`src/rtl/fp8c_pkg.sv`:
```
`timescale 1ns / 1ps
package fp8c_pkg;

  localparam logic       REQ_ENCODE = 1'b0;
  localparam logic       REQ_DECODE = 1'b1;
  localparam logic [7:0] FP8_NAN    = 8'h7F;
  localparam logic [6:0] FP8_MAX    = 7'h7E;
  localparam logic [31:0] F32_448   = 32'h43E00000;

  typedef struct packed {
    logic        req_type;
    logic [31:0] float_bits;
    logic [7:0]  fp8_code;
  } fp8c_req_t;

  typedef struct packed {
    logic [7:0]  fp8_result;
    logic [31:0] float_result;
    logic        was_clamped;
  } fp8c_res_t;

endpackage

```
`src/rtl/fp8_e4m3_converter_top.sv`:
```
`timescale 1ns / 1ps
// Channel | Dir | tdata fields (low bit up)                  | tuser
// in_     | in  | float_bits[31:0], fp8_code[39:32]           | req_type
// out_    | out | fp8_result[7:0], float_result[39:8]        | was_clamped
//
// One transaction per cycle sustained while the output is not stalled; each passes
// the input register, then the result register, with conversion logic between the two.
// Synchronous active-low reset clears both valid flags.
// A stalled output holds its result; the input register advances whenever
// the result register is free or being drained.
module fp8_e4m3_converter_top import fp8c_pkg::*; (
  input  logic        clk,
  input  logic        rst_n,
  input  logic        in_tvalid,
  output logic        in_tready,
  input  logic [39:0] in_tdata,   // float_bits, fp8_code
  input  logic        in_tuser,   // req_type
  output logic        out_tvalid,
  input  logic        out_tready,
  output logic [39:0] out_tdata,  // fp8_result, float_result
  output logic        out_tuser   // was_clamped
);

  fp8c_req_t   req_r;
  fp8c_res_t   res_r, res_nxt;
  logic        req_vld_r, res_vld_r;
  logic        adv;
  logic [7:0]  enc8;
  logic        enc_clamp;
  logic [31:0] dec32;

  assign adv       = !res_vld_r || out_tready;
  assign in_tready = !req_vld_r || adv;

  fp8c_encode u_enc (.float_bits(req_r.float_bits), .fp8_result(enc8),
                     .was_clamped(enc_clamp));
  fp8c_decode u_dec (.fp8_code(req_r.fp8_code), .float_result(dec32));

  // Pick the direction's outputs, zero the other side
  always_comb begin
    if (req_r.req_type == REQ_DECODE) begin
      res_nxt = '{fp8_result: 8'd0, float_result: dec32, was_clamped: 1'b0};
    end else begin
      res_nxt = '{fp8_result: enc8, float_result: 32'd0, was_clamped: enc_clamp};
    end
  end

  // Advance the two-stage pipeline
  always_ff @(posedge clk) begin
    if (!rst_n) begin
      req_vld_r <= 1'b0;
      res_vld_r <= 1'b0;
    end else begin
      if (in_tready) req_vld_r <= in_tvalid;
      if (adv) res_vld_r <= req_vld_r;
    end
    if (in_tready && in_tvalid) begin
      req_r <= '{req_type: in_tuser, float_bits: in_tdata[31:0],
                 fp8_code: in_tdata[39:32]};
    end
    if (adv && req_vld_r) res_r <= res_nxt;
  end

  assign out_tvalid = res_vld_r;
  assign out_tdata  = {res_r.float_result, res_r.fp8_result};
  assign out_tuser  = res_r.was_clamped;

  a_hold: assert property (@(posedge clk) disable iff (!rst_n)
    out_tvalid && !out_tready |=> out_tvalid && $stable(out_tdata))
    else $error("result changed under stall");
  a_dec_noclamp: assert property (@(posedge clk) disable iff (!rst_n)
    req_vld_r && adv && req_r.req_type == REQ_DECODE |=> !out_tuser && out_tdata[7:0] == 8'd0)
    else $error("decode result carries encode fields");
  a_enc_zero: assert property (@(posedge clk) disable iff (!rst_n)
    req_vld_r && adv && req_r.req_type == REQ_ENCODE |=> out_tdata[39:8] == 32'd0)
    else $error("encode result carries decode fields");

endmodule

```
`src/rtl/fp8c_encode.sv`:
```
`timescale 1ns / 1ps
module fp8c_encode import fp8c_pkg::*; (
  input  logic [31:0] float_bits,
  output logic [7:0]  fp8_result,
  output logic        was_clamped
);

  logic [7:0]  ex;
  logic [23:0] sig;
  logic [4:0]  shift;
  logic [6:0]  mag;
  logic [23:0] shd;
  logic [4:0]  q;
  logic        sgn;

  assign ex  = float_bits[30:23];
  assign sig = {1'b1, float_bits[22:0]};
  assign sgn = float_bits[31];

  // Normal range (ex >= 121) uses a fixed shift; subnormals shift further
  // Keep the rounding carry in q so it can ripple into the exponent
  always_comb begin
    shift = 5'd20;
    if (ex < 8'd121) begin
      shift = (8'd141 - ex > 8'd25) ? 5'd25 : 5'(8'd141 - ex);
    end
    shd = sig >> (shift - 5'd1);
    q   = 5'((shd >> 1) + (shd & 24'd1));
    mag = 7'd0;
    if (ex != 8'd0 && shift <= 5'd24) begin
      if (ex >= 8'd121) begin
        mag = 7'({ex - 8'd121, 3'b000} + {6'd0, q});
      end else begin
        mag = {2'd0, q};
      end
    end
  end

  // Select special, saturated or rounded result
  always_comb begin
    was_clamped = 1'b0;
    fp8_result  = {sgn, mag};
    if (ex == 8'hFF) begin
      fp8_result  = FP8_NAN;
      was_clamped = 1'b1;
    end else if (float_bits[30:0] > F32_448[30:0]) begin
      fp8_result  = {sgn, FP8_MAX};
      was_clamped = 1'b1;
    end
  end

endmodule

```
`src/rtl/fp8c_decode.sv`:
```
`timescale 1ns / 1ps
module fp8c_decode import fp8c_pkg::*; (
  input  logic [7:0]  fp8_code,
  output logic [31:0] float_result
);

  logic [3:0] ex;
  logic [2:0] mn;
  logic [1:0] p;
  logic [2:0] frac;

  assign ex = fp8_code[6:3];
  assign mn = fp8_code[2:0];

  // Map the NaN code to +/-448, rebias normal codes and normalise a subnormal code by its leading one
  always_comb begin
    p = mn[2] ? 2'd2 : (mn[1] ? 2'd1 : 2'd0);
    frac = mn - (3'd1 << p);
    float_result = {fp8_code[7], 31'd0};
    if (fp8_code[6:0] == FP8_NAN[6:0]) begin
      float_result = {fp8_code[7], F32_448[30:0]};
    end else if (ex != 4'd0) begin
      float_result = {fp8_code[7], 8'(ex + 8'd120), mn, 20'd0};
    end else if (mn != 3'd0) begin
      float_result = {fp8_code[7], 8'(p + 8'd118), 23'({20'd0, frac} << (23 - p))};
    end
  end

endmodule

```
`config.mk`:
```
export PLATFORM = sky130hd
export DESIGN_NAME = fp8_e4m3_converter_top
export DESIGN_NICKNAME = d
export VERILOG_FILES = /design/src/rtl/fp8c_pkg.sv /design/src/rtl/fp8_e4m3_converter_top.sv /design/src/rtl/fp8c_encode.sv /design/src/rtl/fp8c_decode.sv
export SDC_FILE = /design/constraint.sdc
export NUM_CORES = 1
export LEC_CHECK = 0
export BUFFER_PORTS_ARGS = -buffer_cell sky130_fd_sc_hd__buf_2
export CORE_MARGIN = 10
export CORE_UTILIZATION = 55
export DETAILED_ROUTE_END_ITERATION = 10
export PLACE_DENSITY_LB_ADDON = 0.12
export SETUP_SLACK_MARGIN = 0.05
export SLEW_MARGIN = 20
export SYNTH_ARGS = -nofsm -noshare
export SYNTH_HDL_FRONTEND = slang
export SYNTH_HIERARCHICAL = 1
export SYNTH_SLANG_ARGS = --single-unit
```
`constraint.sdc`:
```
create_clock -name clk -period 15.8 [get_ports clk]
set_input_delay 3.16 -clock clk [delete_from_list [all_inputs] [get_ports clk]]
set_output_delay 3.16 -clock clk [all_outputs]
set_load 0.02 [all_outputs]
```
==> results.txt, run 1 <==
The summed instance area of the synthesized netlist came out at 5550 sq um. The family of cells with the greatest summed delay on the critical path is compound AO/OA/AOI/OAI gates. The minimum clock period came out at about 7.6 ns. The total wire length is around 14 mm. On the critical path, the stage with the largest delay is an instance of and4_1. The first-pass GRT wire length came out at between 20 and 25 mm.

The critical path's largest stage delay is around 0.93 ns. Of the post-synthesis cell area, the dominant cell type holds 0.4436. The number of hold buffers added after CTS is 0. The total clock buffers created by CTS came out at 9. The clock net sink count came out at between 80 and 90.

The overall die width came out at 120.5 um. The clock-pin transition on the worst setup and hold timing paths came out at 0.09 ns. In the post-synthesis netlist, the biggest area contributors are edfxtp_1 (44%), mux2i_1 (5.4%), ha_1 (4.1%).

After synthesis, the netlist uses 75 different library cells. The number of cells on the worst reg-to-reg path came out at 25. The number of nets in the finished design came out at 649. The post-detailed-placement cell area came out at between 5000 and 6000 sq um.

The max-cap check violation count came out at 0. In the synthesized netlist the dominant register cell turns out to be edfxtp_1. Setup repair after global routing left no endpoint under its margin. The congestion estimate from routability-driven global placement came to just under 1. The endpoint arrival time on the critical path is 7.76 ns. The maximum root-to-sink buffer count came out at 2.

The hold path startpoint is req_r[7]. In this run the power density over the cells is slightly below 90 nW/um^2. The post-synthesis to final-layout area growth came out at 10.75%. The post-synthesis sequential element count is between 80 and 90. The DRC violation count after routing is 0. The fraction of final layout cells with drive strength greater than 1 came out at 0.2373. The worst setup path is launched from a flip-flop. The number of top-level pins is 88. For this run, the register share of the synthesized area comes to 0.4509. Summed over all nets, the half-perimeter wirelength after detailed placement is 10.04 mm.

The clock tree from TritonCTS is done. The number of buffer cells added on primary ports came out at 87. After routing the design area is 6147 sq um. Of the available clock period, the critical path in the final layout requires 0.4838. The post-layout utilization of the core came out at 0.6260.

In this run the worst path has a maximum fanout of 36. Derived from the worst setup path, the maximum achievable clock frequency is 0.1308 GHz. The required time at the endpoint of the critical path is 15.91 ns. Global routing finished with a remaining overflow of 0. The warning count from the yosys run came out at 6. The initial utilization of the core area, before any placement, comes to 0.5652. The total setup buffers inserted after CTS is 0. After clock tree synthesis, the repair step resized 0 gates.

The number of enable flip-flop cells after synthesis came out at 82. The number of diodes added for antenna fixing came out at 0. The origin of the worst setup path is req_r[31]. The total buffers and inverters traversed by the critical path came out at 4. The number of cells produced by synthesis is 516.

Entering global routing, the biggest net connects 42 pins. The leakage power figure is 2.447 nW. Counting instances, the worst hold path has a depth of 1.

The final route contains 4184 vias. The global router's overall resource usage came out at 0.1884. The startpoint identified for the worst register-to-register timing path is req_r[31]. Headroom to the max-slew limit came out at 0.3059. Clock tree synthesis selected as its root buffer the cell clkbuf_8. The overall power is approximately 0.54 mW. The count of pins over their slew limit came out at 0. The first-pass detailed-route iteration total came out at 5.

The tightest min-delay check is of the reg -> reg type. The die outline area is 14510 sq um. The final antenna-violating net count is 0. The number of standard cells in the layout, taps in and fillers out came out at about 720. Counting stages on the worst path, the most repeated cell is ha_1.

Clock skew on the completed layout was measured at between 0.015 and 0.02 ns. The average cell area after synthesis is 10.76 sq um. The number of antenna violations at the first check in global routing was 0. Of all flip-flops after synthesis, the portion carrying an async set or reset was 0.

The wire length per cell after detailed routing came out at 18.79 um. The worst vdd rail ir drop came out at ~0.000067 V. The run finished with clean final reports. The starting DRC count in detailed routing came out at 452. The number of placement rows is 36. Setup total negative slack on the finished layout was measured at 0 ns. STA classifies the critical path endpoint as a flip-flop. Including well taps, the total number of placed cells is 706. The number of stages on the worst setup path came out at 25. The final hold violation count is 0. The maximum level of the CTS H-tree is 3.

The core outline area is slightly below 10000 sq um. Using the TritonRoute via totals, the vias-per-cell ratio works out to slightly below 6. The number of setup violations in the final report came out at 0. Across all register-to-register paths, the minimum setup slack is 8.16 ns. The via count of the first global-routing pass was 4212. Of all cell types, the one taking the most synthesized area is edfxtp_1. The critical path is of the reg -> reg type. The insertion delay of the later-clocked pin in the worst-skew pair came out at ~0.35 ns. The die outline height came out at 120.5 um.

For the pin with the worst max-slew slack, the measured transition is ~1.0 ns.
==> logic make-up after synthesis <==
logic type / synth area share
compound gates: 0.1289
other cells: 0.0006756
xor+xnor: 0.02006
flops: 0.4509
buf+inv: 0.07417
simple gates: 0.1966
mux: 0.08454
fa+ha+maj: 0.04418
==> worst register-to-register path, stage by stage (launching register included) <==
cell,delay [ns]
edfxtp_1,0.36
buf_4,0.26
inv_1,0.48
ha_1,0.27
o21ai_0,0.13
o211ai_1,0.16
and4_1,0.93
nand3_1,0.29
ha_1,0.66
buf_4,0.37
inv_1,0.31
nor2_1,0.11
o21ai_0,0.20
mux2i_1,0.10
a2111oi_0,0.50
o311ai_1,0.19
o211ai_2,0.28
ha_1,0.22
a21boi_1,0.29
and2_1,0.24
xor2_1,0.10
fa_1,0.55
nor2_1,0.05
a21oi_1,0.15
nand3_1,0.08
nor2b_1,0.12
==> where the power goes <==
group	internal, mW	switching [mW]	leakage [nW]
sequential	0.259	0.0112	0.808
clock	0.0730	0.0785	0.0920
combinational	0.0457	0.0705	1.55
total	0.378	0.160	2.45
==> stage by stage <==
| stage | worst slack (ns) | hold WS, ns |
|---|---|---|
| global route | 7.612 | 0.5628 |
| global placement | 8.631 | 0.5051 |
| CTS | 8.272 | 0.5406 |
| floorplan | 9.217 | 0.4771 |
| detailed placement | 8.285 | 0.5198 |
| finish | 8.156 | 0.5336 |
==> Yosys cell counts, types with 3 or more instances <==
cell and instances:
nand4_1 11, clkbuf_1 13, nand3b_1 3, or4_1 4, edfxtp_1 82, nor4_1 6, xor2_1 3, o221ai_1 4
and3_1 9, mux2_2 3, or2_2 5, and2_1 35, xnor2_1 6, and4_1 5, a311oi_1 3, mux2i_1 30
mux4_2 6, a31oi_1 6, clkbuf_2 3, ha_1 18, buf_4 26, nor2b_1 14, a21oi_1 13, o21ai_0 16
a21boi_0 3, buf_2 6, a211oi_1 6, buf_1 3, or2_1 3, nand2b_1 5, nand3_1 11, inv_1 17
nor2_1 26, o211ai_1 6, nand2_1 33, o211a_1 5, nor3_1 19
==> flip-flops by register name, summed over array words and instances, names as in the netlist <==
name        flops
out_tvalid      1
out_tdata      40
out_tuser       1
req_vld_r       1
req_r          41
==> cells in the final DEF, fill, tap and decap left out, types with 3 or more instances in the layout <==
| cell | n |
|---|---|
| mux4_2 | 6 |
| a21boi_0 | 3 |
| o211a_1 | 5 |
| inv_1 | 17 |
| ha_1 | 18 |
| mux2i_1 | 30 |
| nand4_1 | 11 |
| nand2b_1 | 5 |
| nor4_1 | 6 |
| a211oi_1 | 6 |
| nor2_1 | 26 |
| o211ai_1 | 6 |
| or2_1 | 3 |
| nand3_1 | 11 |
| or2_2 | 5 |
| nor2b_1 | 13 |
| a311oi_1 | 3 |
| o21ai_0 | 16 |
| edfxtp_1 | 82 |
| o221ai_1 | 4 |
| and2_1 | 35 |
| nand3b_1 | 3 |
| a21oi_1 | 12 |
| mux2_2 | 3 |
| conb_1 | 20 |
| xnor2_1 | 6 |
| nor3_1 | 19 |
| or4_1 | 4 |
| and3_1 | 9 |
| buf_4 | 5 |
| clkbuf_8 | 9 |
| and4_1 | 5 |
| nand2_1 | 33 |
| a31oi_1 | 6 |
| buf_2 | 87 |
| xor2_1 | 3 |
==> worst paths after layout <==
| kind | endpoint |
|---|---|
| setup / recovery | out_tdata[4] |
| hold / removal | out_tdata[39] |
| setup reg to reg | out_tdata[4] |
| hold reg to reg | out_tdata[39] |
==> cell type report <==
cell class / count / area, sq um
clock inverters: 6 / 62.56
well taps: 133 / 166.4
fillers: 834 / 3672
multi-input cells: 379 / 2726
repair buffers: 93 / 493.0
flip-flops and latches: 84 / 2502
clock buffers: 10 / 127.6
inverters: 18 / 68.82
==> layer usage <==
layer | routed length [um] | vias up | GRT usage
li1 | - | 2018 | -
met1 | 5800 | 1995 | 0.2488
met2 | 6347 | 160 | 0.2859
met3 | 1302 | 11 | 0.06887
met4 | 136 | 0 | 0.04977
met5 | 0 | - | 0
Note: power is estimated with default switching activity, not from simulation.
==> run 2: changes to the inputs <==
- clock period: 15.8 -> 7.8 ns (I/O delays scaled with it)
==> run 2 against run 1 <==
Effect of this change: maximum frequency up 21%; core utilization increased by 0.54 points; wire length increased by 1.4%; flip-flop and latch count did not move; clock-buffer cell count unchanged; total power up 110%; largest power group unchanged; clock skew fell by 0.0069 ns; worst setup slack worse by 6.7 ns; global-route usage is essentially flat; combinational power rose by 100%; highest routed layer unchanged; non-clock buffer count is 4 higher.
==> results.txt, run 2 (synthesis gave the netlist of run 1 again) <==
The flow ran to the end, and the final reports show no timing, DRC or antenna violations. The pin count of the biggest net entering global routing was 42 (unchanged). The worst-case clock skew is 0.01038 ns (-0.006924 ns). The maximum root-to-sink buffer count is 2 (unchanged).

The first-pass GRT wire length is 21.96 mm (-1.1%). The maximum clock frequency is 0.1582 GHz (+21%). The global-route congestion overflow total came out at 0 (unchanged). The clock net sink count came to 84 (unchanged). The maximum level of the CTS H-tree is 3 (unchanged). The count of pins over their slew limit is 0 (unchanged). The number of diodes added for antenna fixing came to 0 (unchanged).

The met3 global-route usage is 0.06096 (-0.007911). The required time at the endpoint of the critical path came out at 7.90 ns (-8.01 ns). The insertion delay of the later-clocked pin in the worst-skew pair came out at 0.35 ns (about the same).

The endpoint arrival time on the critical path is 6.42 ns (-1.34 ns). The total wire length is 13.78 mm (+1.4%). The leakage power figure is 2.478 nW (+1.3%). The worst setup path is captured at a flip-flop. The worst vdd rail ir drop came out at 0.0001189 V (+77%). The setup TNS was 0 ns (unchanged).

Ranked by flip-flop count, first place goes to req_r. The number of nets in the finished design was 653 (+0.62%). The total clock buffers created by CTS is 9 (unchanged). By startpoint and endpoint, the worst setup path is classified as reg -> reg.

The worst slew margin relative to its limit is 0.3481 (+0.04221). The post-route fraction of the period consumed by the critical path is 0.8106 (+0.3268). The met1 track demand over resource in global routing is 0.2504 (+0.001583). The cell family contributing the most delay on the critical path is compound AO/OA/AOI/OAI gates. The peak fanout along the critical path came to 25 (-31%).

The first-pass detailed-route iteration total is 7 (+2). The number of antenna violations at the first check in global routing was 0 (unchanged). The number of placement rows is 36 (unchanged).

The DRC violation count after routing is 0 (unchanged). The minimum clock period is 6.322 ns (-1.321 ns). The highest-delay cell along the critical path is edfxtp_1.

The post-detailed-placement half-perimeter wirelength came to 10.11 mm (+0.67%). The number of gates resized after CTS is 0 (unchanged). The cell seen most often among critical-path stages is ha_1. Traced cell by cell, the critical path runs through inv_1 > ha_1 > o21ai_0 > o211ai_1 > and4_1 > nand3_1 > ha_1 > buf_4 > buf_4 > nor2_1 > o21ai_0 > mux2i_1 > a2111oi_0 > o311ai_1 > o211ai_2 > ha_1 > a21boi_1 > and2_1 > xor2_1 > fa_1 > nor2_1 > a21oi_1 > nand3_1 > nor2b_1. The initial cell density of the core came out at 0.5652 (unchanged). The number of buffer cells added on primary ports was 87 (unchanged). The slew at the pin closest to its max-slew limit was 0.9713 ns (-0.06983 ns). The post-synthesis to final-layout area growth is 11.70%. The total setup buffers inserted after CTS is 0 (unchanged). The final estimated routing congestion in global placement came out at 0.9779 (+0.74%). The setup slack of the critical path after layout came out at 1.478 ns (-6.679 ns). The overall die width came out at 120.5 um (unchanged).

The clock tree root buffer cell is clkbuf_8. The global routing usage on met2 was 0.2907 (+0.004788). The via count of the first global-routing pass came out at 4079 (-3.2%). The number of fill cells came out at 823 (-1.3%). The worst hold path belongs to the class reg -> reg. The routed via count came out at 4235 (+1.2%).

After global routing, the most crowded layer is met2. The wire length per cell after detailed routing was 18.98 um (+0.99%). The fraction of final layout cells with drive strength greater than 1 came out at 0.2445 (+0.007231).

The clock-pin transition on the worst setup and hold timing paths came out at 0.09 ns (about the same). The via count normalized by instance count came out at 5.833 (+0.80%). The core outline area is 9819 sq um (unchanged).

The pre-CTS setup slack is 1.610 ns (-6.675 ns). The final antenna-violating net count came to 0 (unchanged). The flip-flop count of the largest register after layout is 41 (unchanged).

The starting DRC count in detailed routing came out at 493 (+9.1%). The power density of the placed cells is 181.0 nW/um^2 (+110%). The number of hold buffers added after CTS is 0 (unchanged).

The total buffers and inverters traversed by the critical path came out at 3 (-1). The global router's overall resource usage is 0.1888 (+0.0004048). The most common library cell in the layout ignoring fill and taps is buf_2. In the layout the commonest cells are buf_2 (87), edfxtp_1 (82), and2_1 (35). STA classifies the critical path startpoint as a flip-flop.

TritonCTS built the clock tree. The final hold violation count came out at 0 (unchanged). The worst hold margin came out at 0.5311 ns (-0.002508 ns). The number of setup violations in the final report came out at 0 (unchanged). Setup repair after global routing left no endpoint under its margin. The critical path's largest stage delay is 0.56 ns (-0.37 ns). The number of top-level pins came out at 88 (unchanged).

The die outline area came to 14510 sq um (unchanged). The max-cap check violation count came out at 0 (unchanged). The die outline height is 120.5 um (unchanged).
==> run 2: cell count changes in the layout (fill, tap and decap cells not counted) <==
| cell | previous run | this run |
|---|---|---|
| clkinv_1 | 2 | 0 |
| bufinv_16 | 1 | 2 |
| buf_4 | 5 | 9 |
==> run 2: power breakdown <==
group	switching (mW)	internal [mW]	total (mW)	leakage (nW)
combinational	0.141	0.0938	0.235	1.57
sequential	0.0237	0.525	0.548	0.808
clock	0.159	0.181	0.339	0.103
==> run 2: per-layer routing <==
metal	vias up	wire length, um
met5	-	0
li1	2028	-
met1	1990	5832
met3	9	1358
met2	208	6444
met4	0	142
==> run 2: area by class of cell <==
cell class	instances	area, sq um	area share
multi-input cells	379	2726	0.4398
clock inverters	5	85.08	0.01372
clock buffers	10	127.6	0.02059
inverters	18	68.82	0.01110
well taps	133	166.4	0.02684
repair buffers	97	523.0	0.08436
flip-flops and latches	84	2502	0.4036
==> run 2: worst paths after layout <==
check                                from       endpoint  slack, ns  cells past startpoint
worst max-delay path            req_r[32]   out_tdata[4]       1.48                     24
worst min-delay path             req_r[7]  out_tdata[39]       0.53                      1
worst max register to register  req_r[32]   out_tdata[4]       1.48                     24
worst min register to register   req_r[7]  out_tdata[39]       0.53                      1
==> run 2: through the flow <==
step / area [sq um] / cells / power, mW / util
finish: 6200 / 726 / 1.122 / 0.6314
global route: 6200 / 726 / 1.176 / 0.6314
CTS: 6180 / 725 / 1.125 / 0.6293
detailed placement: 5967 / 710 / 0.7887 / 0.6077
global placement: 5967 / 710 / 0.7853 / 0.6077
floorplan: 5622 / 535 / 0.7305 / -
==> run 3: changes to the inputs <==
- CORE_UTILIZATION: 55 -> 53
- clock period: 7.8 -> 5.35 ns (I/O delays scaled with it)
==> run 3 against run 2 <==
Effect of this change: die area is 3.1% higher; worst setup slack got worse by 1.3 ns; critical path depth up 3; via count up 8.2%; global-route usage decreased by 0.083 points; wire length increased by 6.9%; cell count grew 6.7%.
==> results.txt, run 3 (synthesis gave the netlist of run 1 again) <==
Leaving out fill and tap cells, the most frequent cell in the layout is buf_2. The global router's overall resource usage came out at 0.1880 (-0.0008312). The worst-case clock skew is 0.01550 ns (+0.005116 ns).

The global-route congestion overflow total came out at 0 (unchanged). The sequential fraction of design power is 0.475 (-0.014). The tightest min-delay check is of the reg -> reg type. The final hold violation count came out at 0 (unchanged). The clock-pin transition on the worst setup and hold timing paths is 0.09 ns (about the same). The cell internal power dissipation is 1.176 mW (+47%). The number of buffer cells added on primary ports is 87 (unchanged). The endpoint arrival time on the critical path came out at 5.29 ns (-1.13 ns). The count of pins over their slew limit was 0 (unchanged). The number of standard cells in the layout, taps in and fillers out came to 775 (+6.7%). The worst setup path is captured at a flip-flop. The clock net sink count was 84 (unchanged). The critical setup path kind is reg -> reg. The DRC violation count after routing was 0 (unchanged). The switching power is 0.5051 mW (+56%). The maximum level of the CTS H-tree came out at 3 (unchanged).

The initial cell density of the core came out at 0.5401 (-0.02519). The peak fanout along the critical path is 6 (-76%). The post-detailed-placement half-perimeter wirelength is 10.29 mm (+1.8%). The start of the worst register-to-register path is req_r[32].

The register with the most flip-flops in the final layout is req_r. The run finished with clean final reports. The via count of the first global-routing pass came out at 4493 (+10%). The number of top-level pins is 88 (unchanged).

The finished layout cell area came out at 6815 sq um (+9.9%). The max-cap check violation count is 0 (unchanged). The worst setup path is launched from a flip-flop. The starting DRC count in detailed routing was 481 (-2.4%).

The number of hold buffers added after CTS came to 0 (unchanged). The minimum clock period is 5.176 ns (-1.146 ns). The critical path's largest stage delay came out at 0.53 ns (-0.03 ns). The overall power came to 1.681 mW (+50%).

The worst vdd rail ir drop is 0.0002222 V (+87%). The number of nets in the finished design is 698 (+6.9%). The number of diodes added for antenna fixing is 0 (unchanged). The total clock buffers created by CTS is 9 (unchanged). The final antenna-violating net count came to 0 (unchanged).

The first-pass GRT wire length came out at 22.44 mm (+2.2%). The pin count of the biggest net entering global routing is 42 (unchanged). The number of antenna violations at the first check in global routing is 1 (+1). The maximum root-to-sink buffer count came out at 2 (unchanged). The origin of the worst setup path is req_r[32].

The die outline area was 14970 sq um (+3.1%). The slew at the pin closest to its max-slew limit is 0.6818 ns (-0.2896 ns). The power share of the combinational group is 0.257 (+0.048).

The core outline area is 10280 sq um (+4.7%). The via count normalized by instance count is 5.912 (+1.4%). The first-pass detailed-route iteration total came out at 6 (-1). The proportion of total power due to net switching came to 0.3004 (+0.01244). The number of placed instances, taps included came out at 735 (+3.5%). The post-route fraction of the period consumed by the critical path is 0.9675 (+0.1569).

The final estimated routing congestion in global placement came out at 0.9378 (-4.1%). The wire length per cell after detailed routing came out at 19.00 um (+0.11%). The fraction of final layout cells with drive strength greater than 1 is 0.3693 (+0.1248).

The post-synthesis to final-layout area growth is 22.79%. The power density of the placed cells came out at 246.7 nW/um^2 (+36%). Grouping stages by cell kind, the critical path spends the most delay in compound AO/OA/AOI/OAI gates. The leakage power figure is 2.732 nW (+10%). The maximum clock frequency is 0.1932 GHz (+22%).

The proportion of power drawn by the clock network is 0.268 (-0.034). The overall die width came out at 122.3 um (+1.6%). The die outline height is 122.3 um (+1.6%). The total buffers and inverters traversed by the critical path is 6 (+3). The number of placement rows came to 37 (+2.8%).

The post-detailed-placement cell area came to 6193 sq um (+3.8%). The insertion delay of the later-clocked pin in the worst-skew pair is 0.35 ns (about the same). The flip-flop count of the largest register after layout came to 41 (unchanged).

The clock tree from TritonCTS is done. The library cells used most frequently in the layout, excluding fill and tap cells, are buf_2 (87), edfxtp_1 (82), buf_4 (46). The worst slew margin relative to its limit came out at 0.5455 (+0.1974). The total wire length came out at 14.72 mm (+6.9%). The clock tree root buffer cell is clkbuf_8. The number of setup violations in the final report is 0 (unchanged). The required time at the endpoint of the critical path is 5.46 ns (-2.44 ns). The hold path startpoint is req_r[7].

The slowest stage of the critical path is the fa_1 cell. The routed via count is 4582 (+8.2%).
-- run 3: cell count changes in the layout (fill, tap and decap cells not counted), sizes merged --
cell / before / now
buf: 97 / 141
clkinv: 2 / 4
bufinv: 2 / 1
clkbuf: 10 / 9
clkdlybuf4s15: 0 / 1
inv: 18 / 19
-- run 3: worst register-to-register path: cells and delay by family (launching register included) --
kind,cells,cell delay (ns)
muxes,1,0.18
AOI/OAI and AO/OA,8,1.31
xor gates and xnor gates,1,0.18
adders and majority gates,4,1.20
buffers and inverters,6,0.73
DFF,1,0.50
and+or+nand+nor,7,0.84
-- run 3: final cells by class --
class,count,area [sq um]
multi-input combinational,379,2955
clock inverter,7,73.82
fill,859,3462
timing repair buffer,142,915.9
tap,136,170.2
sequential,84,2502
clock buffer,9,123.9
inverter,18,73.82
-- run 3: what timing repair did --
item | 4_1_cts | 5_1_grt
buffers inserted | 6 | 16
pin swaps | 1 | 30
hold endpoints to repair | 0 | 0
cloned | 0 | 1
resized for setup | 5 | 54
endpoints found under the setup margin | 3 | 3
-- run 3: power by group through the flow --
stage	combinational, mW	sequential (mW)	clock [mW]
4_1_cts	0.373	0.799	0.463
2_1_floorplan	0.251	0.824	0
6_report	0.433	0.799	0.450
3_3_place_gp	0.358	0.813	0
3_5_place_dp	0.362	0.814	0
5_1_grt	0.466	0.804	0.491
-- run 3: stage by stage --
step           setup WS [ns]  hold WS (ns)   TNS, ns  utilization
2_1_floorplan        0.05072        0.4771         0            -
3_3_place_gp         0.04287        0.5099         0       0.6026
3_5_place_dp        -0.08515        0.5127  -0.08515       0.6026
4_1_cts              0.09043        0.5347         0       0.6277
5_1_grt             -0.06380        0.5741  -0.06380       0.6631
6_report              0.1739        0.5330         0       0.6631
-- run 3: layer usage --
layer | global-route usage | share of wire | up-vias
met5 | 0 | 0.00068 | -
met4 | 0.08542 | 0.031 | 2
met3 | 0.06566 | 0.095 | 49
met2 | 0.2910 | 0.48 | 240
met1 | 0.2325 | 0.39 | 2175
li1 | - | - | 2116
-- run 3: path summary, 6_finish.rpt --
check	to	slack [ns]	cells past startpoint
setup / recovery	out_tdata[4]	0.17	27
hold / removal	out_tdata[39]	0.53	1
setup reg to reg	out_tdata[4]	0.17	27
hold reg to reg	out_tdata[39]	0.53	1
